## config.mk

```make
export PLATFORM = sky130hd
export DESIGN_NAME = ihc_back
export DESIGN_NICKNAME = d
export VERILOG_FILES = /design/src/design/ihc_pkg.sv /design/src/design/ihc_back.sv
export SDC_FILE = /design/constraint.sdc
export NUM_CORES = 1
export LEC_CHECK = 0
export BUFFER_PORTS_ARGS = -buffer_cell sky130_fd_sc_hd__buf_2
export CAP_MARGIN = 20
export CORE_MARGIN = 2
export CORE_UTILIZATION = 30
export CTS_CLUSTER_DIAMETER = 60
export CTS_CLUSTER_SIZE = 30
export DETAILED_ROUTE_END_ITERATION = 7
export GPL_TIMING_DRIVEN = 0
export HOLD_SLACK_MARGIN = 0.12
export PLACE_DENSITY = 0.75
export SYNTH_ARGS = -nofsm -noshare
export SYNTH_HDL_FRONTEND = slang
export SYNTH_SLANG_ARGS = --single-unit
export TNS_END_PERCENT = 1
```

## constraint.sdc

```tcl
create_clock -name clock -period 4.5 [get_ports clock]
set_clock_uncertainty 0.15 [all_clocks]
set_input_delay 1.35 -clock clock [delete_from_list [all_inputs] [get_ports clock]]
set_output_delay 1.35 -clock clock [all_outputs]
set_load 0.05 [all_outputs]
```

## src/design/ihc_pkg.sv

```systemverilog
// Shared types, constants and helper functions for the IPv4 header checker.
// No dependencies.
package ihc_pkg;

   typedef enum logic [2:0] {
      ST_ACCEPT      = 3'd0,
      ST_BAD_CSUM    = 3'd1,
      ST_BAD_VERSION = 3'd2,
      ST_FRAGMENT    = 3'd3,
      ST_LENGTH      = 3'd4
   } status_type;

   localparam logic [4:0]  IDX_VER_IHL  = 5'd0;
   localparam logic [4:0]  IDX_FRAG     = 5'd3;
   localparam logic [4:0]  IDX_TTL_PROT = 5'd4;
   localparam logic [4:0]  IDX_CSUM     = 5'd5;

   localparam logic [15:0] WORD_MASK        = 16'hffff;
   localparam logic [15:0] FRAG_OFFSET_MASK = 16'h1fff;
   localparam logic [15:0] MORE_FRAGS_BIT   = 16'h2000;
   localparam logic [3:0]  IPV4_VERSION     = 4'd4;
   localparam logic [3:0]  MIN_IHL          = 4'd5;

   // Header-done queue between front and back; depth is a power of two.
   localparam int QUEUE_DEPTH = 2;
   localparam int QPTR_W      = $clog2(QUEUE_DEPTH);
   localparam int QCNT_W      = $clog2(QUEUE_DEPTH + 1);

   typedef struct packed {
      logic [15:0] running_sum;
      logic [15:0] forward_sum;
      logic [4:0]  word_count;
      logic [7:0]  version_ihl;
      logic [7:0]  ttl;
      logic [7:0]  protocol;
      logic [15:0] fragment_word;
      logic        csum_zero;
   } hdr_rec_type;

   function automatic logic [15:0] oc_add(logic [15:0] acc, logic [15:0] w);
      logic [16:0] s;
      s = {1'b0, acc} + {1'b0, w};
      return s[15:0] + {15'd0, s[16]};
   endfunction

   function automatic logic [7:0] ttl_dec(logic [7:0] t);
      return (t == 8'd0) ? 8'd0 : t - 8'd1;
   endfunction

endpackage

```

## src/design/ihc_back.sv

```systemverilog
// Back end: turns a header record into a verdict and forwarding fields.
// Holds the result register seen on the rsp_ ports. Depends on ihc_pkg.
module ihc_back import ihc_pkg::*; #(
   parameter int PROTO_SLOTS = 32
) (
   input  logic        clock,
   input  logic        reset,
   input  logic        q_empty,
   input  hdr_rec_type q_head,
   output logic        q_pop,
   output logic        rsp_empty,
   input  logic        rsp_pop,
   output logic [2:0]  rsp_status,
   output logic        rsp_ttl_expired,
   output logic [7:0]  rsp_forward_ttl,
   output logic [15:0] rsp_forward_checksum,
   output logic [7:0]  rsp_protocol_number,
   output logic [4:0]  rsp_protocol_slot
);

   logic        valid_ff;
   status_type  status_ff, status_in;
   logic        expired_ff;
   logic [7:0]  fttl_ff;
   logic [15:0] fcsum_ff;
   logic [7:0]  prot_ff;
   logic [4:0]  slot_ff;
   logic [4:0]  slot_lut [256];
   logic [3:0]  ihl;
   logic [3:0]  version;

   // Protocol-to-slot map, a constant table fixed at elaboration.
   for (genvar g = 0; g < 256; g++) begin : g_slot_lut
      assign slot_lut[g] = 5'(g % PROTO_SLOTS);
   end

   assign ihl       = q_head.version_ihl[3:0];
   assign version   = q_head.version_ihl[7:4];
   assign q_pop     = !q_empty && (!valid_ff || rsp_pop);

   always_comb begin
      if (ihl < MIN_IHL || q_head.word_count != {ihl, 1'b0}) begin
         status_in = ST_LENGTH;
      end else if (!q_head.csum_zero && q_head.running_sum != WORD_MASK) begin
         status_in = ST_BAD_CSUM;
      end else if (version != IPV4_VERSION) begin
         status_in = ST_BAD_VERSION;
      end else if ((q_head.fragment_word & (MORE_FRAGS_BIT | FRAG_OFFSET_MASK)) != 16'd0) begin
         status_in = ST_FRAGMENT;
      end else begin
         status_in = ST_ACCEPT;
      end
   end

   always_ff @(posedge clock) begin
      if (reset) begin
         valid_ff <= 1'b0;
      end else if (q_pop) begin
         valid_ff <= 1'b1;
      end else if (rsp_pop) begin
         valid_ff <= 1'b0;
      end
   end

   always_ff @(posedge clock) begin
      if (q_pop) begin
         status_ff  <= status_in;
         expired_ff <= (q_head.ttl <= 8'd1);
         fttl_ff    <= ttl_dec(q_head.ttl);
         fcsum_ff   <= ~q_head.forward_sum;
         prot_ff    <= q_head.protocol;
         slot_ff    <= slot_lut[q_head.protocol];
      end
   end

   assign rsp_empty            = !valid_ff;
   assign rsp_status           = status_ff;
   assign rsp_ttl_expired      = expired_ff;
   assign rsp_forward_ttl      = fttl_ff;
   assign rsp_forward_checksum = fcsum_ff;
   assign rsp_protocol_number  = prot_ff;
   assign rsp_protocol_slot    = slot_ff;

endmodule

```

* Yosys cells after proc, flatten, opt, wreduce, memory -nomap -nowiden
Memories as Yosys holds them, arrays and structs flattened. A register that Yosys moved wholly into a read port is not among the register bits.
Cells that the tools add are included.
** Operators by class
- Add/subtract/negate cells :: 1
- Order comparisons :: 2
- Equal/unequal tests :: 3
- Multiplexer cells :: 5
- Bitwise operators :: 2
- Reduce and logical (&&, ||, !) cells :: 11
** Operators with widths (count)
- 16-bit inequality test, second input constant :: 1
- 16-bit NOT :: 1
- 16-bit nonzero test :: 1
- 8-bit NOT with 9-bit output :: 1
- 8-bit by 1-bit <= comparator with 1-bit output, second input constant :: 1
- 8-bit logical NOT :: 1
- 8-bit by 1-bit subtractor with 8-bit output, second input constant :: 1
- 5-bit inequality test :: 1
- 4-bit by 3-bit < comparator with 1-bit output, second input constant :: 1
- 2-bit 2-to-1 mux :: 2
- 4-bit by 3-bit inequality test with 1-bit output, second input constant :: 1
- 1-bit logical NOT :: 3
- 1-bit 2-to-1 mux :: 3
- 1-bit logical AND :: 2
- 1-bit logical OR :: 2
- 2-bit nonzero test :: 1
- 2-bit OR reduction :: 1
** Word-level totals
- Register bits :: 37
- Memory bits (read-only) :: 1280
- Input port bits :: 82
- Memories :: 1
** Memory list
- (name not given) :: depth 256, width 5, read ports 1, clocked after Yosys merged registers in 1, write ports 0, RTL line ihc_back.sv:72 : slot_ff <= slot_lut[q_head.protocol];

* Depth between registers and ports, before layout
- Depth after elaboration :: 4
- Depth in mapped cells :: 6
- Gate-level depth less buffers :: 6

* Least setup slack after synthesis
Ideal clock, no wire load.
- Path kind :: input to output
- Start :: input rsp_pop
- End :: output q_pop
- Arrival time :: 3.736 ns
- Required time :: 3.000 ns
- Path slack :: -0.736 ns
- Cell stages on the path :: 2
- Path buffers :: 0
- Path through :: nand2b_1 -> nor2b_1
** Between the ends
- Cells in the longest elaborated chain, start to end :: 2
** Ends and longest elaborated chain
- start: declaration :: RTL line ihc_back.sv:12 : input logic rsp_pop,
- 1-bit logical OR :: RTL line ihc_back.sv:39 : assign q_pop = !q_empty && (!valid_ff || rsp_pop);
- 1-bit logical AND :: RTL line ihc_back.sv:39
- end: declaration :: RTL line ihc_back.sv:10 : output logic q_pop,
No other way between the ends.

* Final worst setup path
Ends and elaborated chain as after synthesis.

==> impl_metrics.json <==
{
  "place.port_buffers": 122,
  "cts_hold_buf": 0,
  "drt_iter0_markers": 19,
  "synthDominantCellAreaShare_pct": 68.5,
  "gr-total-overflow": 0,
  "grt_max_degree": 38,
  "r2r_start": "valid_ff",
  "rows": 26,
  "setup_viol": 0,
  "cp.arrival_ps": 2750,
  "drcViolationCount": 0,
  "rr_endpoint": "rsp_forward_checksum[9]",
  "min_period_over_period_pct": 94.4,
  "crit_required_ps": 3000,
  "tns_ps": 0,
  "clkLatencyLatePin_ps": 280,
  "wl_per_cell_um": 10.6,
  "rsz0062_at_grt": "false",
  "hold_viol_final": 0,
  "fp.dieW_um": 76.5,
  "maxCapViolations": 0,
  "seqPwrFrac_pct": 51.3,
  "synth_most_common_cell": "edfxtp_1",
  "final_area_um2": 2370,
  "htreeDepth": 2,
  "fillers": 493,
  "reg2reg_depth": 2,
  "grt_pass1_vias": 1314,
  "relSlewSlack_pct": 35.5,
  "fp.dieArea_um2": 5860,
  "multi_input_area_um2": 364,
  "layout-drive-gt1-share_pct": 56.3,
  "die_h_um": 76.5,
  "leakagePower_nw": 1.13,
  "synthMuxAreaShare_pct": 0,
  "root_buffer": "clkbuf_8",
  "combPwrFrac_pct": 21.6,
  "post_cts_resized": 0,
  "ios": 125,
  "cts_setup_buffers": 0,
  "yosys-top-cells-area": "edfxtp_1 (69%), inv_1 (5.0%), buf_4 (2.4%), ha_1 (2.4%), nor2_1 (2.4%)",
  "regArea_um2": 1100,
  "switching_share_pct": 29.4,
  "async_flop_share_pct": 0,
  "synth_common_cells": "edfxtp_1 (36), inv_1 (21), nor2_1 (10)",
  "antenna_found_initial": 0,
  "crit_start": "rsp_pop",
  "synth_area_um2": 1580,
  "grt_usage_pct": 11.6,
  "ys_warn_count": 0,
  "syn_nets": 202,
  "synth_top_family_by_area": "simple AND/OR/NAND/NOR gates",
  "finalMaxSlewViolations": 0,
  "path_clk_slew_ps": 70,
  "synth_top_area_cell": "edfxtp_1",
  "ys_types": 25,
  "yosys.area_share.adder_pct": 2.38,
  "total_power_mw": 0.795,
  "place_hpwl_mm": 2.82,
  "routed_wl_mm": 3.35,
  "vias": 1334,
  "post-route-min-period_ps": 4250,
  "avgSynthCellArea_um2": 13.5,
  "clock_power_share_pct": 27.1,
  "yosys_most_used_dff": "edfxtp_1",
  "synth_compound_area_share_pct": 2.78,
  "grt_pass1_wl_mm": 5.52,
  "tritoncts": "yes",
  "ys_seq_elements": 37,
  "clockBufferDepth": 2,
  "max_freq_ghz": 0.235,
  "via_per_inst": 4.21,
  "pwr_density_cell_nw_per_um2": 335,
  "rrSetupSlack_ps": 2760,
  "seq_area_frac_synth_pct": 69.8,
  "globalplace.congestion": 0.732,
  "synthXorXnorAreaFrac_pct": 4.44,
  "synth-edff-count": 36,
  "core-area_um2": 5110,
  "dr.pass1.iters": 4,
  "p_switching_mw": 0.233,
  "clock_sinks": 37,
  "antennaDiodeCount": 0,
  "hp-class": "flop to flop",
  "outcome": "finished clean",
  "synth_simple_gate_area_share_pct": 13.0,
  "peakVddDrop_v": 0.000121,
  "endpoint_kind": "output port",
  "worstSetupPathType": "primary input to output port",
  "syn_inst": 117,
  "tightestPinTransition_ps": 965,
  "ant_nets": 0,
  "endpoint": "q_pop",
  "placed_area_um2": 2280,
  "nets": 331,
  "cp-start-kind": "primary input",
  "cts-buffers-inserted": 5,
  "start_util_pct": 30.9,
  "p_int_mw": 0.562,
  "areaGrowthSynthToFinish_pct": 50.2,
  "cp_max_fo": 37
}
[worst max-delay path, cell delays in order]
cell and delay [ps]:
buf_2 70, nand2b_1 110, nor2b_4 800, buf_2 410
[placed cells by master (no fill, tap or decap), types with 4 or more instances in the layout]
master and count:
nor2_1 10, xnor2_1 4, inv_1 21, buf_2 122, nand4_1 5, nor4_1 4
buf_4 5, edfxtp_1 36, xor2_1 4, clkbuf_8 5
[metrics by stage]
stage	instances	hold slack (ps)	setup WS (ps)	utilization [%]
6_report	317	355	253	46.4
5_1_grt	317	391	88.2	46.4
4_1_cts	317	361	196	46.4
3_5_place_dp	309	350	197	44.7
3_3_place_gp	309	317	-318	44.6
2_1_floorplan	117	308	191	-
[power groups by stage]
stage	Combinational [mW]	Clock, mW	Sequential, mW
2_1_floorplan	0.0406	0	0.485
3_3_place_gp	0.171	0	0.415
3_5_place_dp	0.174	0	0.415
4_1_cts	0.174	0.227	0.408
5_1_grt	0.183	0.242	0.409
6_report	0.172	0.216	0.407
[flip-flops by register name (all words and copies together) (netlist names)]
name and flops:
rsp_forward_checksum 16, valid_ff 1, rsp_status 3, rsp_ttl_expired 1, rsp_protocol_number 4, rsp_protocol_slot 4, rsp_forward_ttl 8
[area by class of cell]
class                      instances  area share, %
clock buffer                       5           2.90
clock inverter                     3          0.739
inverter                          21           3.33
buffer                             6           1.74
sequential                        37           46.5
tap                               70           3.70
timing repair buffer             122           25.8
multi-input combinational         53           15.4
[logic make-up (layout without fill, tap and decap cells)]
family / Yosys count / after routing
buffers and inverters: 27 / 157
AND/OR/NAND/NOR: 35 / 35
adder cells (fa/ha/maj): 3 / 3
XOR/XNOR: 8 / 8
AO/OA/AOI/OAI: 7 / 7
flip-flops: 37 / 37
[how the worst min path moves through the flow]
| stage | start | endpoint | slack, ps | depth (start not counted) |
|---|---|---|---|---|
| finish | valid_ff | valid_ff | 350 | 2 |
| CTS | valid_ff | valid_ff | 360 | 2 |
| detailed placement | valid_ff | valid_ff | 350 | 2 |
| floorplan | valid_ff | valid_ff | 310 | 2 |
| global placement | valid_ff | valid_ff | 320 | 2 |
| global route | valid_ff | valid_ff | 390 | 2 |
[layer usage]
| metal | global-route usage [%] | vias up | part of all wire, % |
|---|---|---|---|
| li1 | - | 661 | - |
| met1 | 12.3 | 594 | 40 |
| met2 | 21.9 | 75 | 51 |
| met3 | 3.44 | 4 | 8.1 |
| met4 | 3.82 | 0 | 1.2 |
| met5 | 0 | - | 0 |
Note: power is estimated with default switching activity, not from simulation.
